===== config.mk =====
export PLATFORM = sky130hd
export DESIGN_NAME = floor_span_extract_and_setup
export DESIGN_NICKNAME = d
export VERILOG_FILES = /design/src/hw/rtl/fses_pkg.sv /design/src/hw/rtl/floor_span_extract_and_setup.sv
export SDC_FILE = /design/constraint.sdc
export NUM_CORES = 2
export LEC_CHECK = 0
export ABC_AREA = 1
export ABC_CLOCK_PERIOD_IN_PS = 7150
export BUFFER_PORTS_ARGS = -buffer_cell sky130_fd_sc_hd__buf_2
export CAP_MARGIN = 10
export CORE_ASPECT_RATIO = 1.75
export CORE_MARGIN = 1.5
export CORE_UTILIZATION = 45
export CTS_BUF_LIST = sky130_fd_sc_hd__clkbuf_8
export DETAILED_ROUTE_END_ITERATION = 7
export PLACE_DENSITY = 0.6
export RECOVER_POWER = 50
export SYNTH_ARGS = -nofsm -noshare
export SYNTH_HDL_FRONTEND = slang
export SYNTH_SLANG_ARGS = --single-unit

===== constraint.sdc =====
create_clock -name clk -period 7.15 [get_ports clk]
set_input_delay 1.0725 -clock clk [delete_from_list [all_inputs] [get_ports clk]]
set_output_delay 1.0725 -clock clk [all_outputs]
set_load 0.005 [all_outputs]

===== src/hw/rtl/fses_pkg.sv =====
// package for floor span extraction and setup: payload types, register codes, states
`timescale 1ns / 1ps
package fses_pkg;

  typedef struct packed {
    logic [15:0] wall_height;
    logic        final_column;
  } fses_in_t;

  typedef struct packed {
    logic [5:0]         span_row;
    logic [8:0]         first_col;
    logic [8:0]         last_col;
    logic signed [15:0] step_x;
    logic signed [15:0] step_y;
    logic signed [15:0] frac_x;
    logic signed [15:0] frac_y;
    logic               zero_row_error;
    logic               last_span;
  } fses_out_t;

  localparam logic [2:0] REG_HALF_HEIGHT = 3'd0;
  localparam logic [2:0] REG_VIEW_WIDTH  = 3'd1;
  localparam logic [2:0] REG_PROJ_SCALE  = 3'd2;
  localparam logic [2:0] REG_VIEW_POS_X  = 3'd3;
  localparam logic [2:0] REG_VIEW_POS_Y  = 3'd4;
  localparam logic [2:0] REG_VIEW_SINE   = 3'd5;
  localparam logic [2:0] REG_VIEW_COSINE = 3'd6;

  localparam int HALF_ROWS   = 64;
  localparam int MAX_COLUMNS = 512;

  localparam int DIV_BITS = 32;

  typedef enum logic [3:0] {
    ST_IDLE,
    ST_OPEN,
    ST_CLOSE_RD,
    ST_DIV_START,
    ST_DIV,
    ST_MUL1,
    ST_MUL2,
    ST_EMIT,
    ST_NEXT
  } fses_state_t;

  // signed trig value as used by the span math: bit 31 set negates the low 16 bits
  function automatic logic signed [32:0] trig_value(input logic [31:0] raw);
    if (raw[31]) begin
      trig_value = -$signed({17'd0, raw[15:0]});
    end else begin
      trig_value = $signed({1'b0, raw});
    end
  endfunction

endpackage


===== src/hw/rtl/floor_span_extract_and_setup.sv =====
// top level: floor span extraction from column wall heights and span setup math
//
// in_ channel: one word per screen column (wall_height, final_column).
// out_ channel: one word per closed floor span, rows in increasing order;
//   last_span marks the final word caused by one column.
// cfg_ port: APB-style writes and reads of the seven view registers,
//   registers at byte address 4*i, 32-bit data.
// a column that only opens spans writes one start column to the span memory per cycle in
//   ST_OPEN, then retires in ST_NEXT before the next accept.
// each closed span passes through the memory read state ST_CLOSE_RD, a 32-step shared
//   radix-2 divider run three times (sine, cosine, distance), the multiply states ST_MUL1
//   and ST_MUL2, the output state ST_EMIT and the decision state ST_NEXT; the divider
//   sets the rate.
// a column that closes nothing is accepted in ST_IDLE and retired in ST_NEXT.
// reset loads the register defaults, sets the open row to the half height and
//   the column counter to zero; the span memory is not cleared.
// while out_stall is high the finished word holds in the output register and
//   the block waits in ST_EMIT before writing the next span's word.
`timescale 1ns / 1ps
module floor_span_extract_and_setup (
  input  logic                 clk,
  input  logic                 rst_n,
  input  logic                 in_valid,
  output logic                 in_stall,
  input  fses_pkg::fses_in_t   in_data,
  output logic                 out_valid,
  input  logic                 out_stall,
  output fses_pkg::fses_out_t  out_data,
  input  logic                 cfg_psel,
  input  logic                 cfg_penable,
  input  logic                 cfg_pwrite,
  input  logic [4:0]           cfg_paddr,
  input  logic [31:0]          cfg_pwdata,
  output logic [31:0]          cfg_prdata,
  output logic                 cfg_pready
);
  import fses_pkg::*;

  localparam int RW = $clog2(HALF_ROWS);
  localparam int CW = $clog2(MAX_COLUMNS);

  // configuration
  logic [6:0]  half_height_r;
  logic [9:0]  view_width_r;
  logic [15:0] proj_scale_r;
  logic [31:0] pos_x_r, pos_y_r, sine_r, cosine_r;
  logic [2:0]  cfg_idx;

  assign cfg_idx = cfg_paddr[4:2];
  assign cfg_pready = 1'b1;

  always_ff @(posedge clk) begin
    if (!rst_n) begin
      half_height_r <= 7'd64;
      view_width_r  <= 10'd320;
      proj_scale_r  <= '0;
      pos_x_r       <= '0;
      pos_y_r       <= '0;
      sine_r        <= '0;
      cosine_r      <= 32'd65536;
    end else if (cfg_psel && cfg_penable && cfg_pwrite) begin
      unique case (cfg_idx)
        REG_HALF_HEIGHT: half_height_r <= cfg_pwdata[6:0];
        REG_VIEW_WIDTH:  view_width_r  <= cfg_pwdata[9:0];
        REG_PROJ_SCALE:  proj_scale_r  <= cfg_pwdata[15:0];
        REG_VIEW_POS_X:  pos_x_r       <= cfg_pwdata;
        REG_VIEW_POS_Y:  pos_y_r       <= cfg_pwdata;
        REG_VIEW_SINE:   sine_r        <= cfg_pwdata;
        REG_VIEW_COSINE: cosine_r      <= cfg_pwdata;
        default: ;
      endcase
    end
  end

  always_comb begin
    unique case (cfg_idx)
      REG_HALF_HEIGHT: cfg_prdata = {25'd0, half_height_r};
      REG_VIEW_WIDTH:  cfg_prdata = {22'd0, view_width_r};
      REG_PROJ_SCALE:  cfg_prdata = {16'd0, proj_scale_r};
      REG_VIEW_POS_X:  cfg_prdata = pos_x_r;
      REG_VIEW_POS_Y:  cfg_prdata = pos_y_r;
      REG_VIEW_SINE:   cfg_prdata = sine_r;
      REG_VIEW_COSINE: cfg_prdata = cosine_r;
      default:         cfg_prdata = '0;
    endcase
  end

  logic [6:0] lim;
  assign lim = (half_height_r > 7'(HALF_ROWS)) ? 7'(HALF_ROWS) : half_height_r;

  // span start memory
  logic [CW-1:0] start_mem [HALF_ROWS];
  logic          mem_we;
  logic [RW-1:0] mem_waddr, mem_raddr;
  logic [CW-1:0] mem_wdata, mem_rdata_r;

  always_ff @(posedge clk) begin
    if (mem_we) start_mem[mem_waddr] <= mem_wdata;
    mem_rdata_r <= start_mem[mem_raddr];
  end

  // control state
  fses_state_t   state_r, state_nxt;
  logic [6:0]    open_row_r, open_row_nxt;
  logic [CW-1:0] col_r, col_nxt;
  logic [6:0]    h_r, ctarget_r, ctarget_nxt;
  logic          fin_r;
  logic          phase_fin_r, phase_fin_nxt;
  logic [6:0]    h_in;
  logic [6:0]    open_row_lim;

  assign h_in = (in_data.wall_height[15:3] > 13'd127) ? 7'd127
              : 7'(in_data.wall_height[15:3]);

  // span math registers
  logic [1:0]          div_sel_r;
  logic [5:0]          div_cnt_r;
  logic [DIV_BITS-1:0] quo_r;
  logic [DIV_BITS:0]   rem_r;
  logic                div_neg_r;
  logic signed [15:0]  xs_r, ys_r;
  logic [31:0]         dist_r;
  logic [8:0]          first_r;
  logic [31:0]         mx_r, my_r;
  logic signed [31:0]  px_r, py_r;
  fses_out_t           out_r;
  logic                out_valid_r;

  logic [5:0] row6;
  assign row6 = open_row_r[5:0];

  logic signed [32:0] psin, pcos;
  assign psin = trig_value(sine_r);
  assign pcos = trig_value(cosine_r);

  // dividend selection: magnitude and sign
  logic [31:0] dvd_raw;
  logic [31:0] dvd_mag;
  logic        dvd_neg;
  always_comb begin
    unique case (div_sel_r)
      2'd0:    dvd_raw = psin[31:0] << 1;
      2'd1:    dvd_raw = pcos[31:0] << 1;
      default: dvd_raw = {1'b0, proj_scale_r, 15'd0};
    endcase
    dvd_neg = (div_sel_r != 2'd2) && dvd_raw[31];
    dvd_mag = dvd_neg ? (~dvd_raw + 32'd1) : dvd_raw;
  end

  logic [DIV_BITS:0] rem_sh;
  logic [DIV_BITS:0] rem_sub;
  assign rem_sh  = {rem_r[DIV_BITS-1:0], quo_r[DIV_BITS-1]};
  assign rem_sub = rem_sh - {26'd0, open_row_r};

  logic [31:0] quo_signed;
  assign quo_signed = div_neg_r ? (~quo_r + 32'd1) : quo_r;

  logic last_here;

  always_comb begin
    state_nxt     = state_r;
    open_row_nxt  = open_row_r;
    col_nxt       = col_r;
    ctarget_nxt   = ctarget_r;
    phase_fin_nxt = phase_fin_r;
    unique case (state_r)
      ST_IDLE: begin
        if (in_valid) begin
          phase_fin_nxt = 1'b0;
          ctarget_nxt   = (h_in > open_row_r) ? ((h_in > lim) ? lim : h_in) : 7'd0;
          if (h_in < open_row_r) state_nxt = ST_OPEN;
          else state_nxt = ST_NEXT;
        end
      end
      ST_OPEN: begin
        open_row_nxt = open_row_r - 7'd1;
        if (open_row_r - 7'd1 <= h_r) state_nxt = ST_NEXT;
      end
      ST_CLOSE_RD:  state_nxt = ST_DIV_START;
      ST_DIV_START: state_nxt = ST_DIV;
      ST_DIV: begin
        if (div_cnt_r == 6'd0) begin
          if (div_sel_r == 2'd2) state_nxt = ST_MUL1;
          else state_nxt = ST_DIV_START;
        end
      end
      ST_MUL1: state_nxt = ST_MUL2;
      ST_MUL2: state_nxt = ST_EMIT;
      ST_EMIT: begin
        if (!out_valid_r || !out_stall) begin
          open_row_nxt = open_row_r + 7'd1;
          state_nxt    = ST_NEXT;
        end
      end
      ST_NEXT: begin
        // decide the next span or retire the word
        if (open_row_r < ctarget_r) begin
          state_nxt = ST_CLOSE_RD;
        end else if (fin_r && !phase_fin_r) begin
          phase_fin_nxt = 1'b1;
          ctarget_nxt   = lim;
          if (open_row_r < lim) state_nxt = ST_CLOSE_RD;
          else state_nxt = ST_IDLE;
        end else begin
          state_nxt = ST_IDLE;
        end
        if (state_nxt == ST_IDLE) begin
          if (fin_r) begin
            open_row_nxt = lim;
            col_nxt      = '0;
          end else begin
            col_nxt = (32'(col_r) + 32'd1 >= 32'(MAX_COLUMNS)) ? '0 : col_r + CW'(1);
          end
        end
      end
      default: state_nxt = ST_IDLE;
    endcase
  end

  assign in_stall = (state_r != ST_IDLE);
  assign open_row_lim = open_row_r;

  // after the current span, is another one coming for this word
  always_comb begin
    if (open_row_r + 7'd1 < ctarget_r) last_here = 1'b0;
    else if (fin_r && !phase_fin_r && (open_row_r + 7'd1 < lim)) last_here = 1'b0;
    else last_here = 1'b1;
  end

  always_comb begin
    mem_we    = (state_r == ST_OPEN) && (open_row_r - 7'd1 < 7'(HALF_ROWS));
    mem_waddr = RW'(open_row_r - 7'd1);
    mem_wdata = col_r;
    mem_raddr = RW'(open_row_r);
  end

  always_ff @(posedge clk) begin
    if (!rst_n) begin
      state_r     <= ST_IDLE;
      open_row_r  <= (7'd64 > 7'(HALF_ROWS)) ? 7'(HALF_ROWS) : 7'd64;
      col_r       <= '0;
      out_valid_r <= 1'b0;
      phase_fin_r <= 1'b0;
      ctarget_r   <= '0;
      fin_r       <= 1'b0;
    end else begin
      state_r     <= state_nxt;
      open_row_r  <= open_row_nxt;
      col_r       <= col_nxt;
      phase_fin_r <= phase_fin_nxt;
      ctarget_r   <= ctarget_nxt;
      if (state_r == ST_IDLE && in_valid) fin_r <= in_data.final_column;
      if (state_r == ST_EMIT && (!out_valid_r || !out_stall)) out_valid_r <= 1'b1;
      else if (!out_stall) out_valid_r <= 1'b0;
    end
  end

  // datapath
  logic signed [31:0] fx, fy;
  logic signed [31:0] pre;
  logic signed [31:0] dist_sh;
  logic signed [31:0] tcos, tsin;
  assign dist_sh = $signed({8'd0, dist_r[31:8]});
  assign tcos = 32'(pcos >>> 8);
  assign tsin = 32'(psin >>> 8);
  assign pre  = $signed({23'd0, view_width_r[9:1]}) - $signed({23'd0, first_r});

  always_ff @(posedge clk) begin
    if (state_r == ST_IDLE && in_valid) h_r <= h_in;
    if (state_r == ST_CLOSE_RD) div_sel_r <= 2'd0;
    if (state_r == ST_DIV_START) begin
      if (div_sel_r == 2'd0) first_r <= mem_rdata_r;
      quo_r     <= dvd_mag;
      rem_r     <= '0;
      div_neg_r <= dvd_neg;
      div_cnt_r <= 6'(DIV_BITS);
    end
    if (state_r == ST_DIV) begin
      if (div_cnt_r != 6'd0) begin
        div_cnt_r <= div_cnt_r - 6'd1;
        if (!rem_sub[DIV_BITS]) begin
          rem_r <= rem_sub;
          quo_r <= {quo_r[DIV_BITS-2:0], 1'b1};
        end else begin
          rem_r <= rem_sh;
          quo_r <= {quo_r[DIV_BITS-2:0], 1'b0};
        end
      end else begin
        unique case (div_sel_r)
          2'd0:    xs_r   <= quo_signed[15:0];
          2'd1:    ys_r   <= quo_signed[15:0];
          default: dist_r <= quo_r;
        endcase
        div_sel_r <= div_sel_r + 2'd1;
      end
    end
    if (state_r == ST_MUL1) begin
      mx_r <= 32'(dist_sh * tcos);
      my_r <= 32'(dist_sh * tsin);
    end
    if (state_r == ST_MUL2) begin
      px_r <= 32'(($signed(xs_r) >>> 2) * pre);
      py_r <= 32'(($signed(ys_r) >>> 2) * pre);
    end
    if (state_r == ST_EMIT && (!out_valid_r || !out_stall)) begin
      out_r.span_row  <= row6;
      out_r.first_col <= first_r;
      out_r.last_col  <= phase_fin_r ? col_r : col_r - 9'd1;
      out_r.last_span <= last_here;
      if (open_row_r == 7'd0) begin
        out_r.zero_row_error <= 1'b1;
        out_r.step_x <= '0;
        out_r.step_y <= '0;
        out_r.frac_x <= '0;
        out_r.frac_y <= '0;
      end else begin
        out_r.zero_row_error <= 1'b0;
        out_r.step_x <= xs_r;
        out_r.step_y <= ys_r;
        out_r.frac_x <= fx[15:0];
        out_r.frac_y <= fy[15:0];
      end
    end
  end

  assign fx = pos_x_r + mx_r - px_r;
  assign fy = pos_y_r - my_r - py_r;

  assign out_valid = out_valid_r;
  assign out_data  = out_r;

  a_no_accept_busy: assert property (@(posedge clk) disable iff (!rst_n)
    (state_r != ST_IDLE) |-> in_stall)
    else $error("input accepted while busy");
  a_open_row_bound: assert property (@(posedge clk) disable iff (!rst_n)
    (state_r == ST_IDLE) |-> (open_row_lim <= 7'(HALF_ROWS)))
    else $error("open row beyond rows");
  a_emit_hold: assert property (@(posedge clk) disable iff (!rst_n)
    (out_valid_r && out_stall && state_r == ST_EMIT) |=> (state_r == ST_EMIT))
    else $error("span left emit while output stalled");
endmodule

==> Word-level counts from Yosys, hierarchy flattened <==
Memories as Yosys holds them, arrays and structs flattened. A register that Yosys moved wholly into a read port is not among the register bits.
Cells that the tools add are included.
{ "word_totals": {"mem_bits_rw": 576, "input_bits": 61, "output_inout_bits": 125, "n_memories": 1, "reg_bits": 499, "wordCells": 195} }
{ "op_classes": {"n_mul": 4, "eq_ne": 26, "mux": 56, "n_bitwise": 4, "add_sub_neg": 17, "n_lt_le_gt_ge": 12, "reduce_logical": 38} }
{ "memory_table": {"columns": ["name", "words", "word_bits", "rd", "rd_clocked_by_memory_dff", "write_ports", "line", "rtl"], "rows": [
  ["start_mem", 64, 9, 1, 1, 1, "floor_span_extract_and_setup.sv:92", "logic [CW-1:0] start_mem [HALF_ROWS];"]
]} }
{ "op_table": {"columns": ["op", "n"], "rows": [
  ["32-bit one-hot mux with 7 select lines", 1],
  ["33-bit 2-to-1 mux", 6],
  ["32-bit 2-to-1 mux", 4],
  ["7-bit 2-to-1 mux", 10],
  ["16-bit negation with 33-bit output", 2],
  ["32-bit one-hot mux with 2 select lines", 1],
  ["25-bit by 25-bit multiplier with 16-bit output", 2],
  ["16-bit subtractor", 3],
  ["4-bit one-hot mux with 9 select lines", 1],
  ["7-bit less-than comparator", 5],
  ["33-bit by 7-bit subtractor with 33-bit output", 1],
  ["32-bit by 1-bit adder with 32-bit output, second input constant", 1],
  ["14-bit by 10-bit multiplier with 16-bit output", 2],
  ["4-bit 2-to-1 mux", 8],
  ["32-bit inverter", 1],
  ["9-bit 2-to-1 mux", 3],
  ["7-bit one-hot mux with 3 select lines", 1],
  ["6-bit 2-to-1 mux", 3],
  ["2-bit AND reduction", 9],
  ["16-bit by 1-bit adder with 16-bit output, second input constant", 1],
  ["16-bit adder", 1],
  ["4-bit by 3-bit == test with 1-bit output, second input constant", 4],
  ["16-bit 2-to-1 mux", 1],
  ["2-bit inequality test, second input constant", 8],
  ["45 further kinds", 78]
]} }

==> Logic depth before layout (Yosys ltp) <==
{ "depth": {"word_depth": 10, "mapped_depth": 35, "depth_no_buf": 35} }

==> Least setup slack after synthesis <==
OpenSTA, ideal clock, no wires.
{ "synth_path": {"kind": "reg-to-reg", "from": "register first_r[0]", "to": "register px_r[15], data pin", "slack_ns": 0.864, "stages_incl_launch_ff": 31, "period_less_slack_ns": 6.286, "t_arrival_ns": 6.034, "path_buffers": 0, "setup_ns": 0.252, "required_time_ns": 6.898, "path_cell_list": "edfxtp_1 -> ha_1 -> fa_1 -> inv_1 -> nand2_1 -> nand2_1 -> a21oi_1 -> inv_1 -> nand2_1 -> nand3_1 -> xor2_1 -> clkinv_1 -> nor2_1 -> fa_1 -> fa_1 -> fa_1 -> fa_1 -> inv_1 -> fa_1 -> inv_1 -> ha_1 -> nand2_1 -> nor3_1 -> a21oi_1 -> o21ai_0 -> a21oi_1 -> o21bai_1 -> xor2_1 -> inv_1 -> nand2_1 -> nand2_1"} }
{ "synth_between": {"elab_chain_len": 2} }
{ "synth_lines": {"columns": ["element", "line", "rtl"], "rows": [
  ["start, declared", "floor_span_extract_and_setup.sv:123", "logic [8:0] first_r;"],
  ["start signal, assigned", "floor_span_extract_and_setup.sv:272", "if (div_sel_r == 2'd0) first_r <= mem_rdata_r;"],
  ["9-bit by 9-bit subtractor with 10-bit output", "floor_span_extract_and_setup.sv:266", "assign pre = $signed({23'd0, view_width_r[9:1]}) - $signed({23'd0, first_r});"],
  ["14-bit by 10-bit multiplier with 16-bit output", "floor_span_extract_and_setup.sv:302", "px_r <= 32'(($signed(xs_r) >>> 2) * pre);"],
  ["end signal, assigned", "floor_span_extract_and_setup.sv:302", null],
  ["end, declared", "floor_span_extract_and_setup.sv:125", "logic signed [31:0] px_r, py_r;"]
]} }
Every way passes these cells.
A chain may end at the register's enable or synchronous reset.

==> Final worst setup path <==
Same ends and word-level chain as after synthesis.

==> summary.txt <==
Timing
  • Final slew viol count: 1103
  • Upper clock frequency limit: 148 MHz
  • Setup TNS: 0 ps
  • Setup violators final: 0
  • Final Hold Fails: 0
  • Setup Skew: 77.4 ps
  • RSZ-0062 raised after global routing: false
  • Part of the cycle the worst path needs: 0.943
  • Final WS setup: 407 ps
  • Slew @ Worst Pin: 3980 ps
  • Slew margin rel.: -1.66
  • Tmin final: 6740 ps

Logic synthesis
  • Area share of the largest cell type after synthesis: 0.376
  • FF+latch count, synth: 1067
  • Synth unique cells: 70
  • Synth Flop Type: edfxtp_1
  • Synth area leaders: edfxtp_1, fa_1, dfxtp_1
  • Most frequent cell after synthesis: inv_1
  • Syn. warnings: 0
  • Synth Net Count: 7565
  • Register area share after synthesis: 0.462
  • Cell taking the most area after synthesis: edfxtp_1
  • Top cells by count, synth: inv_1, nor2_1, nand2_1, edfxtp_1, o21ai_0
  • Syn_area_per_cell: 9.25 um2
  • Number of flops mapped to enable cells by yosys: 795
  • Syn Std Cell Area: 63500 um2
  • Post-synth ARST share: 0
  • Syn Inst Count: 6861

Die
  • Die area: 143000 um2
  • Initial Utilization: 0.453
  • # IOs: 186
  • Rows: 182
  • DIE HEIGHT: 500 um
  • CORE AREA: 140000 um2
  • Die Span X: 287 um

CTS
  • CTS clock-pin slew for the worst setup and hold paths: 90 ps
  • H-tree levels: 4
  • Root Buffer: clkbuf_8
  • Clock Sinks: 1067
  • Number of buffers created by CTS: 160
  • Cts hold-fix bufs: 0
  • CTS Buffer Depth: 3
  • CTS tree: done
  • Worst-skew pair later-pin latency: 940 ps

Place
  • Port Buf Inserts: 179
  • Dpl cells: 8709
  • Final GP Congestion: 0.993
  • Pre-CTS WS: 118 ps
  • DP HPWL: 157000 um

Global routing
  • First-pass GRT wire length: 311000 um
  • Largest net degree at the start of global routing: 145
  • Initial antenna violation count: 3
  • Gr ovfl total: 0
  • Vias in the first global route: 49975
  • GRT Total Usage: 0.295

Power and ir drop
  • Pwr/cell area: 268 nW/um2
  • LEAKAGE: 29.3 nW
  • Power Internal: 0.0116 W
  • Maximum vdd drop: 0.332 mV
  • Reg power frac: 0.399
  • Clock network fraction of design power: 0.284
  • Logic pwr share: 0.317
  • Sw Ratio: 0.381
  • Net Switching: 0.00713 W

Layout
  • Nets@finish: 7738
  • Register area: 29300 um2
  • Fin util: 0.497
  • Area Overhead vs Synth: 9.79%
  • Fill cell count: 13456
  • Post-route insts no fill: 9005
  • Area of the multi-input gates: 29100 um2
  • Layout cells sized above 1: 0.0804

Routing
  • Top sig layer: met4
  • Pre-Repair DR Iteration Count: 5
  • Met1 WL: 70300 um
  • WL final: 212000 um
  • Drt via density: 5.52
  • Post-route ant nets: 0
  • Met3 wire len: 11100 um
  • WL per Instance: 23.5 um
  • Starting DRT DRC Count: 3333
  • DR vias: 49725
  • DRC errors left: 0
  • Metal2 WL: 109000 um

Worst setup path
  • Worst path arrival time: 7360 ps
  • CP max FO: 10
  • WS Path Type: reg -> reg
  • Worst setup SP type: flip-flop
  • Kind of end point of the critical path: flip-flop
  • Worst r2r path cells: 31
  • Worst path slowest cell: fa_1
  • CP max stage delay: 520 ps
  • CP required: 7770 ps

Run status
  • Status: finished with violations
  • Failing checks: max-capacitance violations, max-slew violations

Flow run
  • Max cap viols: 20

Worst hold path
  • Worst Hold Depth: 0
  • Hold Path Class: reg -> reg
## critical path: cells and delay by family, from the launching register on
family | cells | cell delay (ps)
XOR/XNOR | 2 | 530
flip-flops | 1 | 470
adder cells (fa/ha/maj) | 8 | 3390
buffers and inverters | 7 | 610
AND/OR/NAND/NOR | 8 | 630
AO/OA/AOI/OAI | 6 | 850
## registers in the layout, indices dropped and copies added (netlist names), 32 cells and up
signal,flops
cosine_r,32
out_data,90
pos_x_r,32
pos_y_r,32
quo_r,32
rem_r,32
sine_r,32
start_mem,576
## final cells by class
class / count / share of cell area
Clock inverter: 114 / 0.0131
Sequential cell: 1067 / 0.421
Inverter: 1066 / 0.0577
Timing Repair Buffer: 288 / 0.0225
Multi-Input combinational cell: 4451 / 0.418
Clock buffer: 177 / 0.0350
Tap cell: 1840 / 0.0330
Antenna cell: 2 / 0.0000718
## routing by layer
metal,track usage,up-vias
met1,0.294,24184
met2,0.527,1747
met3,0.0433,671
met5,0,-
met4,0.263,0
li1,-,23123
## timing repair
| action | 4_1_cts | 5_1_grt |
|---|---|---|
| buffers inserted | 0 | 3 |
| resized for setup | 0 | 16 |
| endpoints found under the setup margin | 0 | 3 |
| endpoints found under the hold margin | 0 | 0 |
## metrics by stage
stage / power, W / cell area (um2) / hold WS [ps]
after floorplan: 0.0114 / 63500 / 386
after global placement: 0.0134 / 66500 / 386
after detailed placement: 0.0135 / 66500 / 391
after CTS: 0.0188 / 69800 / 341
after global routing: 0.0197 / 69700 / 411
final: 0.0187 / 69700 / 402
## logic make-up after synthesis
| logic type | share of synthesized area |
|---|---|
| compound gates | 0.117 |
| xor+xnor | 0.0197 |
| fa+ha+maj | 0.166 |
| flops | 0.462 |
| simple gates | 0.155 |
| buf+inv | 0.0804 |
| other cells | 0.0000591 |
## cell usage in the layout, fill, tap and decap left out, types with 14 or more instances in the layout
| master | count |
|---|---|
| a21oi_1 | 303 |
| a221oi_1 | 14 |
| a31oi_1 | 14 |
| buf_2 | 137 |
| buf_4 | 79 |
| clkbuf_1 | 71 |
| clkbuf_8 | 177 |
| clkinv_1 | 30 |
| clkinv_2 | 19 |
| dfxtp_1 | 266 |
| edfxtp_1 | 795 |
| fa_1 | 332 |
| ha_1 | 311 |
| inv_1 | 1067 |
| inv_2 | 32 |
| nand2_1 | 933 |
| nand2_2 | 14 |
| nand3_1 | 278 |
| nand3b_1 | 17 |
| nand4_1 | 30 |
| nor2_1 | 964 |
| nor2_2 | 17 |
| nor3_1 | 38 |
| o211ai_1 | 36 |
| o21ai_0 | 597 |
| o21ai_1 | 36 |
| o21bai_1 | 22 |
| o221ai_1 | 77 |
| o22ai_1 | 135 |
| xnor2_1 | 31 |
| xor2_1 | 109 |
## power by group through the flow
stage	clock network [W]	logic (W)	registers, W
2_1_floorplan	0	0.00395	0.00747
3_3_place_gp	0	0.00580	0.00757
3_5_place_dp	0	0.00590	0.00758
4_1_cts	0.00541	0.00592	0.00745
5_1_grt	0.00565	0.00653	0.00750
6_report	0.00532	0.00593	0.00747
## path summary, 6_finish.rpt
path | from | end | slack (ps)
worst min register to register | quo_r[16] | dist_r[16] | 400
worst max-delay path | first_r[0] | px_r[15] | 410
worst max register to register | first_r[0] | px_r[15] | 410
worst min-delay path | quo_r[16] | dist_r[16] | 400
Power figures use the tool's default switching activity.
